### config.mk
export PLATFORM = sky130hd
export DESIGN_NAME = siphash_2_4_stream_top
export DESIGN_NICKNAME = d
export VERILOG_FILES = /design/src/rtl/core/sh24_pkg.sv /design/src/rtl/core/siphash_2_4_stream_top.sv /design/src/rtl/core/sh24_front.sv /design/src/rtl/core/sh24_fifo.sv /design/src/rtl/core/sh24_back.sv
export SDC_FILE = /design/constraint.sdc
export NUM_CORES = 2
export LEC_CHECK = 0
export BUFFER_PORTS_ARGS = -buffer_cell sky130_fd_sc_hd__buf_2
export CORE_UTILIZATION = 28
export DETAILED_ROUTE_END_ITERATION = 8
export PLACE_DENSITY_LB_ADDON = 0.2
export SLEW_MARGIN = 5
export SYNTH_ARGS = -nofsm -noshare
export SYNTH_HDL_FRONTEND = slang
export SYNTH_SLANG_ARGS = --single-unit
### constraint.sdc
create_clock -name clk -period 9.04 [get_ports clk]
set_input_delay 1.808 -clock clk [delete_from_list [all_inputs] [get_ports clk]]
set_output_delay 1.808 -clock clk [all_outputs]
set_load 0.01 [all_outputs]
### src/rtl/core/sh24_pkg.sv
// ----------------------------------------------------------------------------
// sh24_pkg
// shared types, constants and round logic for the siphash-2-4 stream engine
// ----------------------------------------------------------------------------
package sh24_pkg;

    localparam logic [63:0] INIT_C0        = 64'h736f6d6570736575;
    localparam logic [63:0] INIT_C1        = 64'h646f72616e646f6d;
    localparam logic [63:0] INIT_C2        = 64'h6c7967656e657261;
    localparam logic [63:0] INIT_C3        = 64'h7465646279746573;
    localparam logic [63:0] KEY_LOW_RESET  = 64'h0706050403020100;
    localparam logic [63:0] KEY_HIGH_RESET = 64'h0f0e0d0c0b0a0908;
    localparam logic [63:0] FINAL_XOR      = 64'h00000000000000ff;

    localparam int FIFO_DEPTH = 4;
    localparam int FIFO_AW    = $clog2(FIFO_DEPTH);

    localparam logic REG_KEY_LOW  = 1'b0;
    localparam logic REG_KEY_HIGH = 1'b1;

    typedef enum logic [1:0] {
        CMD_ABSORB,
        CMD_FINAL,
        CMD_ABSORB_FINAL
    } cmd_kind_t;

    typedef struct packed {
        cmd_kind_t   kind;
        logic [63:0] word;
        logic [63:0] final_block;
    } sh24_cmd_t;

    typedef struct packed {
        logic [63:0] v0;
        logic [63:0] v1;
        logic [63:0] v2;
        logic [63:0] v3;
    } sip_state_t;

    typedef enum logic [1:0] {
        ST_IDLE,
        ST_ABSORB,
        ST_FINAL_ABSORB,
        ST_FINALISE
    } back_state_t;

    function automatic sip_state_t sip_init(input logic [63:0] klo, input logic [63:0] khi);
        sip_state_t s;
        s.v0 = klo ^ INIT_C0;
        s.v1 = khi ^ INIT_C1;
        s.v2 = klo ^ INIT_C2;
        s.v3 = khi ^ INIT_C3;
        return s;
    endfunction

    function automatic sip_state_t sip_one_round(input sip_state_t si);
        logic [63:0] a0;
        logic [63:0] a1;
        logic [63:0] a2;
        logic [63:0] a3;
        logic [63:0] b0;
        logic [63:0] b1;
        logic [63:0] b2;
        logic [63:0] b3;
        sip_state_t so;
        a0 = si.v0 + si.v1;
        a1 = {si.v1[50:0], si.v1[63:51]} ^ a0;
        a0 = {a0[31:0], a0[63:32]};
        a2 = si.v2 + si.v3;
        a3 = {si.v3[47:0], si.v3[63:48]} ^ a2;
        b0 = a0 + a3;
        b3 = {a3[42:0], a3[63:43]} ^ b0;
        b2 = a2 + a1;
        b1 = {a1[46:0], a1[63:47]} ^ b2;
        so.v0 = b0;
        so.v1 = b1;
        so.v2 = {b2[31:0], b2[63:32]};
        so.v3 = b3;
        return so;
    endfunction

    function automatic logic [63:0] tail_mask(input logic [3:0] count);
        logic [63:0] m;
        case (count)
            4'd1:    m = 64'h00000000000000ff;
            4'd2:    m = 64'h000000000000ffff;
            4'd3:    m = 64'h0000000000ffffff;
            4'd4:    m = 64'h00000000ffffffff;
            4'd5:    m = 64'h000000ffffffffff;
            4'd6:    m = 64'h0000ffffffffffff;
            4'd7:    m = 64'h00ffffffffffffff;
            default: m = 64'h0;
        endcase
        return m;
    endfunction

endpackage

### src/rtl/core/siphash_2_4_stream_top.sv
// ----------------------------------------------------------------------------
// siphash_2_4_stream_top
// Streaming SipHash-2-4 over little-endian 64-bit message beats. Beats enter a
// front end that tracks the message length and builds the final block, then
// pass through a four-entry command queue to a round engine that runs one
// SipRound per cycle unless a done hash waits on out_stall. The engine takes
// a new beat as it finishes the current one; a last beat adds the finalisation
// rounds (after a length-only block if it has eight bytes) before the hash is
// loaded into the output register. The queue lets the input take up to four
// beats ahead of the engine. Writing either key register reloads the hash
// state from the key and restarts the message; write keys only while the
// queue and the round engine are empty and no hash is outstanding.
// ----------------------------------------------------------------------------
module siphash_2_4_stream_top (
    input  logic        clk,
    input  logic        rst_n,
    input  logic        cfg_we,
    input  logic        cfg_index,
    input  logic [63:0] cfg_data,
    input  logic        in_valid,
    output logic        in_stall,
    input  logic [63:0] msg_word,
    input  logic [3:0]  byte_count,
    input  logic        last,
    output logic        out_valid,
    input  logic        out_stall,
    output logic [63:0] hash_value
);
    import sh24_pkg::*;

    sh24_cmd_t push_data;
    sh24_cmd_t pop_data;
    logic      push_valid;
    logic      fifo_full;
    logic      pop_valid;
    logic      pop_ready;

    sh24_front u_front (
        .clk        (clk),
        .rst_n      (rst_n),
        .cfg_we     (cfg_we),
        .in_valid   (in_valid),
        .in_stall   (in_stall),
        .msg_word   (msg_word),
        .byte_count (byte_count),
        .last       (last),
        .fifo_full  (fifo_full),
        .push_valid (push_valid),
        .push_data  (push_data)
    );

    sh24_fifo u_fifo (
        .clk        (clk),
        .rst_n      (rst_n),
        .push_valid (push_valid),
        .push_data  (push_data),
        .full       (fifo_full),
        .pop_valid  (pop_valid),
        .pop_data   (pop_data),
        .pop_ready  (pop_ready)
    );

    sh24_back u_back (
        .clk        (clk),
        .rst_n      (rst_n),
        .cfg_we     (cfg_we),
        .cfg_index  (cfg_index),
        .cfg_data   (cfg_data),
        .cmd_valid  (pop_valid),
        .cmd_data   (pop_data),
        .cmd_ready  (pop_ready),
        .out_valid  (out_valid),
        .out_stall  (out_stall),
        .hash_value (hash_value)
    );

endmodule

### src/rtl/core/sh24_front.sv
// ----------------------------------------------------------------------------
// sh24_front
// accepts message beats, tracks length and builds commands for the round engine
// ----------------------------------------------------------------------------
module sh24_front (
    input  logic                clk,
    input  logic                rst_n,
    input  logic                cfg_we,
    input  logic                in_valid,
    output logic                in_stall,
    input  logic [63:0]         msg_word,
    input  logic [3:0]          byte_count,
    input  logic                last,
    input  logic                fifo_full,
    output logic                push_valid,
    output sh24_pkg::sh24_cmd_t push_data
);
    import sh24_pkg::*;

    logic [7:0] len_reg;
    logic [7:0] len_next;
    logic [7:0] len_sum;
    logic [3:0] count_sat;
    logic [3:0] len_add;
    logic       accept;

    assign in_stall   = fifo_full;
    assign push_valid = in_valid;
    assign accept     = in_valid && !fifo_full;

    assign count_sat = byte_count[3] ? 4'd8 : byte_count;
    assign len_add   = last ? count_sat : 4'd8;
    assign len_sum   = len_reg + {4'b0, len_add};

    always_comb
    begin
        push_data.word        = msg_word;
        push_data.final_block = (msg_word & tail_mask(count_sat)) | {len_sum, 56'b0};
        if (!last)
        begin
            push_data.kind = CMD_ABSORB;
        end
        else if (count_sat == 4'd8)
        begin
            push_data.kind = CMD_ABSORB_FINAL;
        end
        else
        begin
            push_data.kind = CMD_FINAL;
        end
    end

    always_comb
    begin
        len_next = len_reg;
        if (cfg_we)
        begin
            len_next = 8'd0;
        end
        else if (accept)
        begin
            len_next = last ? 8'd0 : len_sum;
        end
    end

    always_ff @(posedge clk or negedge rst_n)
    begin
        if (!rst_n)
        begin
            len_reg <= 8'd0;
        end
        else
        begin
            len_reg <= len_next;
        end
    end

endmodule

### src/rtl/core/sh24_fifo.sv
// ----------------------------------------------------------------------------
// sh24_fifo
// short command queue between the front end and the round engine
// ----------------------------------------------------------------------------
module sh24_fifo (
    input  logic                clk,
    input  logic                rst_n,
    input  logic                push_valid,
    input  sh24_pkg::sh24_cmd_t push_data,
    output logic                full,
    output logic                pop_valid,
    output sh24_pkg::sh24_cmd_t pop_data,
    input  logic                pop_ready
);
    import sh24_pkg::*;

    sh24_cmd_t          entry_reg [FIFO_DEPTH];
    logic [FIFO_AW-1:0] wr_ptr_reg;
    logic [FIFO_AW-1:0] wr_ptr_next;
    logic [FIFO_AW-1:0] rd_ptr_reg;
    logic [FIFO_AW-1:0] rd_ptr_next;
    logic [FIFO_AW:0]   fill_reg;
    logic [FIFO_AW:0]   fill_next;
    logic               do_push;
    logic               do_pop;

    assign full      = (fill_reg == (FIFO_AW+1)'(FIFO_DEPTH));
    assign pop_valid = (fill_reg != '0);
    assign pop_data  = entry_reg[rd_ptr_reg];
    assign do_push   = push_valid && !full;
    assign do_pop    = pop_ready && pop_valid;

    always_comb
    begin
        wr_ptr_next = do_push ? wr_ptr_reg + 1'b1 : wr_ptr_reg;
        rd_ptr_next = do_pop ? rd_ptr_reg + 1'b1 : rd_ptr_reg;
        fill_next   = fill_reg;
        if (do_push && !do_pop)
        begin
            fill_next = fill_reg + 1'b1;
        end
        else if (do_pop && !do_push)
        begin
            fill_next = fill_reg - 1'b1;
        end
    end

    always_ff @(posedge clk)
    begin
        if (do_push)
        begin
            entry_reg[wr_ptr_reg] <= push_data;
        end
    end

    always_ff @(posedge clk or negedge rst_n)
    begin
        if (!rst_n)
        begin
            wr_ptr_reg <= '0;
            rd_ptr_reg <= '0;
            fill_reg   <= '0;
        end
        else
        begin
            wr_ptr_reg <= wr_ptr_next;
            rd_ptr_reg <= rd_ptr_next;
            fill_reg   <= fill_next;
        end
    end

endmodule

### src/rtl/core/sh24_back.sv
// ----------------------------------------------------------------------------
// sh24_back
// round engine: one sipround per cycle unless a done hash waits on out_stall, key registers and result register
// ----------------------------------------------------------------------------
module sh24_back (
    input  logic                clk,
    input  logic                rst_n,
    input  logic                cfg_we,
    input  logic                cfg_index,
    input  logic [63:0]         cfg_data,
    input  logic                cmd_valid,
    input  sh24_pkg::sh24_cmd_t cmd_data,
    output logic                cmd_ready,
    output logic                out_valid,
    input  logic                out_stall,
    output logic [63:0]         hash_value
);
    import sh24_pkg::*;

    back_state_t state_reg;
    back_state_t state_next;
    sip_state_t  v_reg;
    sip_state_t  v_next;
    sip_state_t  rnd;
    sip_state_t  base;
    logic [1:0]  cnt_reg;
    logic [1:0]  cnt_next;
    logic [63:0] m_reg;
    logic [63:0] m_next;
    logic [63:0] fb_reg;
    logic [63:0] fb_next;
    logic        pend_reg;
    logic        pend_next;
    logic [63:0] key_low_reg;
    logic [63:0] key_low_next;
    logic [63:0] key_high_reg;
    logic [63:0] key_high_next;
    logic        out_valid_reg;
    logic        out_valid_next;
    logic [63:0] hash_reg;
    logic        hash_load;
    logic        out_free;
    logic        can_take;
    logic        take;

    assign out_valid  = out_valid_reg;
    assign hash_value = hash_reg;
    assign rnd        = sip_one_round(v_reg);
    assign out_free   = !out_valid_reg || !out_stall;
    assign take       = can_take && cmd_valid;
    assign cmd_ready  = take;

    always_comb
    begin
        key_low_next  = key_low_reg;
        key_high_next = key_high_reg;
        if (cfg_we)
        begin
            case (cfg_index)
                REG_KEY_LOW:  key_low_next  = cfg_data;
                REG_KEY_HIGH: key_high_next = cfg_data;
                default:      key_low_next  = key_low_reg;
            endcase
        end
    end

    always_comb
    begin
        state_next = state_reg;
        v_next     = v_reg;
        cnt_next   = cnt_reg;
        m_next     = m_reg;
        fb_next    = fb_reg;
        pend_next  = pend_reg;
        base       = v_reg;
        can_take   = 1'b0;
        hash_load  = 1'b0;

        case (state_reg)
            ST_IDLE:
            begin
                can_take = 1'b1;
            end
            ST_ABSORB:
            begin
                v_next   = rnd;
                cnt_next = cnt_reg + 1'b1;
                if (cnt_reg == 2'd1)
                begin
                    base    = rnd;
                    base.v0 = rnd.v0 ^ m_reg;
                    v_next  = base;
                    cnt_next = 2'd0;
                    if (pend_reg)
                    begin
                        v_next.v3  = base.v3 ^ fb_reg;
                        m_next     = fb_reg;
                        state_next = ST_FINAL_ABSORB;
                    end
                    else
                    begin
                        state_next = ST_IDLE;
                        can_take   = 1'b1;
                    end
                end
            end
            ST_FINAL_ABSORB:
            begin
                v_next   = rnd;
                cnt_next = cnt_reg + 1'b1;
                if (cnt_reg == 2'd1)
                begin
                    v_next.v0  = rnd.v0 ^ m_reg;
                    v_next.v2  = rnd.v2 ^ FINAL_XOR;
                    cnt_next   = 2'd0;
                    state_next = ST_FINALISE;
                end
            end
            ST_FINALISE:
            begin
                if (cnt_reg != 2'd3)
                begin
                    v_next   = rnd;
                    cnt_next = cnt_reg + 1'b1;
                end
                else if (out_free)
                begin
                    hash_load  = 1'b1;
                    base       = sip_init(key_low_reg, key_high_reg);
                    v_next     = base;
                    cnt_next   = 2'd0;
                    state_next = ST_IDLE;
                    can_take   = 1'b1;
                end
            end
            default:
            begin
                state_next = ST_IDLE;
            end
        endcase

        if (take)
        begin
            case (cmd_data.kind)
                CMD_ABSORB, CMD_ABSORB_FINAL:
                begin
                    v_next     = base;
                    v_next.v3  = base.v3 ^ cmd_data.word;
                    m_next     = cmd_data.word;
                    fb_next    = cmd_data.final_block;
                    pend_next  = (cmd_data.kind == CMD_ABSORB_FINAL);
                    cnt_next   = 2'd0;
                    state_next = ST_ABSORB;
                end
                CMD_FINAL:
                begin
                    v_next     = base;
                    v_next.v3  = base.v3 ^ cmd_data.final_block;
                    m_next     = cmd_data.final_block;
                    pend_next  = 1'b0;
                    cnt_next   = 2'd0;
                    state_next = ST_FINAL_ABSORB;
                end
                default:
                begin
                    state_next = state_next;
                end
            endcase
        end

        if (cfg_we)
        begin
            v_next     = sip_init(key_low_next, key_high_next);
            cnt_next   = 2'd0;
            pend_next  = 1'b0;
            state_next = ST_IDLE;
        end
    end

    always_comb
    begin
        out_valid_next = out_valid_reg;
        if (hash_load)
        begin
            out_valid_next = 1'b1;
        end
        else if (!out_stall)
        begin
            out_valid_next = 1'b0;
        end
    end

    always_ff @(posedge clk)
    begin
        if (hash_load)
        begin
            hash_reg <= rnd.v0 ^ rnd.v1 ^ rnd.v2 ^ rnd.v3;
        end
        m_reg  <= m_next;
        fb_reg <= fb_next;
    end

    always_ff @(posedge clk or negedge rst_n)
    begin
        if (!rst_n)
        begin
            state_reg     <= ST_IDLE;
            v_reg         <= sip_init(KEY_LOW_RESET, KEY_HIGH_RESET);
            cnt_reg       <= 2'd0;
            pend_reg      <= 1'b0;
            key_low_reg   <= KEY_LOW_RESET;
            key_high_reg  <= KEY_HIGH_RESET;
            out_valid_reg <= 1'b0;
        end
        else
        begin
            state_reg     <= state_next;
            v_reg         <= v_next;
            cnt_reg       <= cnt_next;
            pend_reg      <= pend_next;
            key_low_reg   <= key_low_next;
            key_high_reg  <= key_high_next;
            out_valid_reg <= out_valid_next;
        end
    end

endmodule
# Word level (Yosys, flattened, before mapping)

Memories as Yosys holds them, arrays and structs flattened.
Cells that the tools add are included.

Latch bits: 0
Memories kept: 1
Bits of input ports: 139
Bits in read-only memories: 0
Output and inout port bits: 66
Word-level logic and storage cells: 151
Register bits: 597
Bits in writable memories: 520

Reductions and logical operators: 23
Eq/ne operators: 17
Muxes and demuxes: 61
Order comparisons: 0
Multiply operators: 0
Div/mod/pow operators: 0
Shift operators: 0
Bitwise gates (word level): 22
Add/subtract/negate cells: 10

Memory list:

| name             | words | width | read ports | clocked after Yosys merged registers in | write ports | RTL line        | source |
|---|---|---|---|---|---|---|---|
| u_fifo.entry_reg | 4     | 130   | 1          | 0                                       | 1           | sh24_fifo.sv:17 | `sh24_cmd_t entry_reg [FIFO_DEPTH];` |

Operators by type and width:

| operator                                       | count |
|---|---|
| 2-to-1 mux 256 bit                             | 7 |
| one-hot mux 256 bit (2 select lines)           | 2 |
| one-hot mux 256 bit (3 select lines)           | 1 |
| XOR 64 bit                                     | 11 |
| 2-to-1 mux 64 bit                              | 10 |
| one-hot mux 56 bit (7 select lines)            | 1 |
| adder 64 bit                                   | 4 |
| one-hot mux 64 bit (2 select lines)            | 1 |
| NOT 37 bit                                     | 2 |
| NOT 35 bit                                     | 2 |
| NOT 34 bit                                     | 2 |
| AND 64 x 56 -> 64 bit                          | 1 |
| NOT 32 bit                                     | 2 |
| OR 64 bit                                      | 1 |
| 2-to-1 mux 8 bit                               | 4 |
| 2-to-1 mux 2 bit                               | 15 |
| == test 4 x 3 -> 1 bit (second input constant) | 4 |
| 2-to-1 mux 1 bit                               | 11 |
| adder 8 x 4 -> 8 bit                           | 1 |
| == test 4 x 2 -> 1 bit (second input constant) | 2 |
| 2-to-1 mux 4 bit                               | 2 |
| NOT 8 bit                                      | 1 |
| one-hot mux 2 bit (2 select lines)             | 2 |
| adder 2 x 1 -> 2 bit (second input constant)   | 3 |
| 22 further kinds                               | 41 |

# Depth between registers and ports, before layout

Depth in word-level cells: 11
Gate-level depth with buffers: 34
Mapped depth without buffers: 34

# By module

A second synthesis with hierarchy kept.

Cells, all modules: 8484
Area, all modules: 81209.1 sq um

By module, submodules not included:

| module     | instances | area each (sq um) | cells an instance |
|---|---|---|---|
| sh24_back  | 1         | 60550.6           | 7573 |
| sh24_fifo  | 1         | 19164.6           | 715 |
| sh24_front | 1         | 1493.9            | 196 |

# Worst setup path after synthesis

Ideal clock, no wire load.

Path kind: flip-flop to flip-flop
From: reg u_back.v_reg[145] (netlist name)
To: reg u_back.v_reg[60] (netlist name)
Setup slack: 2174 ps
Buffers on the path: 0
Stages on the path, launching flop included: 31
Clock period less this slack: 6866 ps
Arrival: 6767 ps
Path through: dfstp_2 > ha_1 > and2_1 > and4_1 > and4_1 > a221o_1 > a31oi_1 > o21ai_0 > a41o_1 > a21o_1 > a21oi_1 > o21ai_0 > xnor2_1 > inv_1 > fa_1 > and4b_1 > a2111oi_0 > o21ai_0 > o22ai_1 > o21ai_0 > a21oi_1 > o21bai_1 > a311o_1 > nand4b_1 > o21ai_1 > nor3_4 > xnor2_2 > xor2_1 > o21ai_0 > a2111oi_2 > o221ai_1

RTL lines:

| what                     | RTL line         | source |
|---|---|---|
| start: declaration       | sh24_back.sv:22  | `sip_state_t v_reg;` |
| start signal: assignment | sh24_back.sv:208 | `v_reg <= sip_init(KEY_LOW_RESET, KEY_HIGH_RESET);` |
| start signal: assignment | sh24_back.sv:218 | `v_reg <= v_next;` |

# Worst setup path after layout

From: reg u_back.v_reg[9] (netlist name)
To: reg u_back.hash_reg[31] (netlist: u_back.hash_value[31]) (data pin)

Word-level cells in the longest chain between the ends: 6
Elaborated cells between the ends (all ways): 9
Those cells by class: add/sub: 3; bitwise: 6

RTL lines:

| what                                       | RTL line                       | source |
|---|---|---|
| adder 64 bit                               | sh24_pkg.sv:69                 | `a2 = si.v2 + si.v3;` |
| XOR 64 bit or adder 64 bit (tied branches) | sh24_pkg.sv:70, sh24_pkg.sv:73 |  |
| adder 64 bit or XOR 64 bit (tied branches) | sh24_pkg.sv:71, sh24_pkg.sv:74 |  |
| XOR 64 bit (2 in series)                   | sh24_back.sv:197               | `hash_reg <= rnd.v0 ^ rnd.v1 ^ rnd.v2 ^ rnd.v3;` |
| XOR 64 bit *                               | sh24_back.sv:197               |  |
| end signal: assignment                     | sh24_back.sv:197               |  |
| end: declaration                           | sh24_back.sv:40                | `logic [63:0] hash_reg;` |

Every way passes the cells marked *; elsewhere a longest branch is shown, timed or not.
A chain may end at the register's enable or synchronous reset.

==> results_dict.tcl <==
set metrics [dict create \
    status "complete, but fails checks" \
    violations "max-capacitance violations, max-slew violations" \
    grt_max_degree 120 \
    worst_path_max_delay_cell "xnor2_1" \
    final.setup.tns_ps 0 \
    clk_latency_ps 930 \
    largest_register_ff_count 520 \
    drcViolationCount 0 \
    num-fill-cells 28200 \
    row_count 192 \
    cpMostUsedCell "buf_4" \
    port_buffers 204 \
    cts-root-buf "clkbuf_16" \
    pre_cts_ws_ps -280 \
    multi_input_comb_area_sq_mm 0.0452 \
    hold_depth 1 \
    async_flop_share_pct 36.3 \
    dp_hpwl_um 475000 \
    stdcell_area_sq_mm 0.0952 \
    slowest_delay_ps 1020 \
    gr-total-overflow 0 \
    ys_ff_latch 1117 \
    cts_tree "built" \
    dr.pass1.iters 8 \
    synthCells 8042 \
    die-area_sq_mm 0.279 \
    grt_pass1_wl_um 750000 \
    worstPathArrival_ps 9510 \
    drv_cap 3 \
    drt_iter0_markers 12400 \
    hold_viol 0 \
    setup_viol 0 \
    r2r_start "u_back.v_reg[9]$_DFF_PN0_" \
    post-place-cells 12400 \
    htreeDepth 4 \
    grtUsageTotal_pct 41.1 \
    path_class "reg -> reg" \
    synth_warnings 0 \
    worstHoldPathType "reg -> reg" \
    final_cells 12700 \
    r2r_end "u_back.hash_value[31]$_DFFE_PP_" \
    register_area_sq_mm 0.0311 \
    finalClockSkew_ps 118 \
    fp.dieH_um 528 \
    syn_area_per_cell_sq_um 9.63 \
    area_growth_pct 22.9 \
    fmax_mhz 112 \
    crit_required_ps 9620 \
    clk_pin_slew_ps 60 \
    worstRegToRegCells 31 \
    maxSlewViolCount 8 \
    holdBufCountCts 0 \
    max-clock-path-buffers 4 \
    worstHoldStart "u_fifo.fill_reg[2]$_DFFE_PN0P_" \
    core_area_sq_mm 0.274 \
    maxSlewHeadroom_pct -7.58 \
    drive_gt1_share_pct 24.2 \
    final.period_utilization_pct 98.8 \
    synth-edff-count 648 \
    pin_count 205 \
    die_w_um 528 \
    r2r_slack_ps 110 \
    antenna_found_initial 104 \
    syn_area_sq_mm 0.0775 \
    finalCriticalPeriod_ps 8930 \
    worst_slack_ps 111 \
    antenna_left 0 \
    worstPathMaxFanout 7 \
    hold_end "u_fifo.fill_reg[2]$_DFFE_PN0P_" \
    grt_pass1_vias 72200 \
    cts_buffers 146 \
    via_per_inst 6.20 \
    place_congestion 1.14 \
    wl_per_cell_um 46.5 \
    clock_sinks 1117 \
    worst_pin_slew_ps 1610 \
    synthFlopType "edfxtp_1" \
    place_area_sq_mm 0.0900 \
    rsz0062_at_grt "false" \
    critPathLaunchType "flop" \
    via_count 78800 \
    crit_path_end_kind "flop" \
    start_util_pct 28.2 \
    ys_seq_area_share_pct 40.1 \
    drt-total-wl_um 591000 \
    synthDistinctLibCells 123 \
    fin_nets 9272 \
    syn-num-nets 8463 \
]
## synth_stat cells (134+ instances only)
library cell | instances | share of area [%]
edfxtp_1 | 648 | 25
clkbuf_1 | 411 | 2.0
nand2_1 | 859 | 4.2
a21oi_1 | 840 | 5.4
o21ai_0 | 528 | 3.4
mux2i_1 | 154 | 2.0
inv_1 | 143 | 0.69
xnor2_1 | 526 | 5.9
dfrtp_1 | 229 | 7.4
xor2_1 | 340 | 3.8
nor2_1 | 581 | 2.8
a21o_1 | 158 | 1.5
a211oi_1 | 134 | 1.3
ha_1 | 276 | 4.5
mux2_2 | 165 | 2.4
dfstp_2 | 176 | 6.0
## how the worst max path moves through the flow
stage	start	end	slack, ps	cells past startpoint
2_1_floorplan	u_back.v_reg[145]$_DFFE_PN1P_	u_back.v_reg[60]$_DFF_PN1_	2170	30
3_3_place_gp	u_back.v_reg[128]$_DFFE_PN1P_	u_back.v_reg[235]$_DFFE_PN1P_	-290	37
3_5_place_dp	u_back.v_reg[130]$_DFFE_PN1P_	u_back.v_reg[235]$_DFFE_PN1P_	-280	35
4_1_cts	u_back.v_reg[130]$_DFFE_PN1P_	u_back.v_reg[59]$_DFF_PN1_	2	33
5_1_grt	u_back.v_reg[128]$_DFFE_PN1P_	u_back.v_reg[246]$_DFFE_PN1P_	20	38
6_report	u_back.v_reg[9]$_DFF_PN0_	u_back.hash_value[31]$_DFFE_PP_	110	31
## kinds of logic after synthesis
| group | count (synthesis) | synth area share, % |
|---|---|---|
| buffers and inverters | 664 | 3.26 |
| flip-flops | 1117 | 40.1 |
| multiplexers | 450 | 8.18 |
| AND/OR/NAND/NOR | 2001 | 11.4 |
| AO/OA/AOI/OAI | 2639 | 22.1 |
| adder cells (fa/ha/maj) | 282 | 4.61 |
| XOR/XNOR | 889 | 10.4 |
## worst max-delay path: cells and delay by family, from the launching register on
family                     cells  cell delay (ps)
buffers and inverters          7             1200
adders and majority gates      2              870
xor gates and xnor gates       4             1630
and+or+nand+nor                3              540
AOI/OAI and AO/OA             15             3380
DFF                            1              990
## area by class of cell
type	instances	area share, %
Antenna cell	50	0.131
Timing Repair Buffer	1177	9.28
Tap cell	3686	4.84
Clock buffer	186	4.13
Multi-Input combinational cell	6261	47.5
Inverter	148	0.591
Sequential cell	1117	32.7
Clock inverter	80	0.901
## placed cells by master, fill, tap and decap left out, drive strengths merged, types with 176 or more instances in the layout
master / Yosys / routed
a21oi: 849 / 849
buf: 103 / 1176
clkbuf: 413 / 187
dfrtp: 229 / 229
dfstp: 176 / 176
edfxtp: 648 / 648
ha: 276 / 276
nand2: 860 / 860
nor2: 582 / 582
o21ai: 549 / 549
xnor2: 531 / 531
xor2: 345 / 345
## repair_timing
item	4_1_cts	5_1_grt
setup endpoints to repair	26	74
cloned	0	0
hold endpoints to repair	0	0
setup buffers	0	2
gates resized for setup	5	39
pin swaps	0	7
## metal layers
| layer | part of all wire (%) | up-vias | track usage (%) |
|---|---|---|---|
| li1 | - | 31600 | - |
| met1 | 40 | 40200 | 52.0 |
| met2 | 41 | 5470 | 58.7 |
| met3 | 10 | 1400 | 11.6 |
| met4 | 9.3 | 52 | 32.0 |
| met5 | 0.058 | - | 0.173 |
## stage by stage
step | hold slack [ps] | utilization, %
floorplan | 447 | -
global placement | 468 | 32.8
detailed placement | 481 | 32.8
CTS | 494 | 34.6
global route | 504 | 34.7
finish | 498 | 34.7
Power is left out: the tool's default activity adds up to more than one toggle a clock period on the data nets, which glitch-free logic cannot reach.
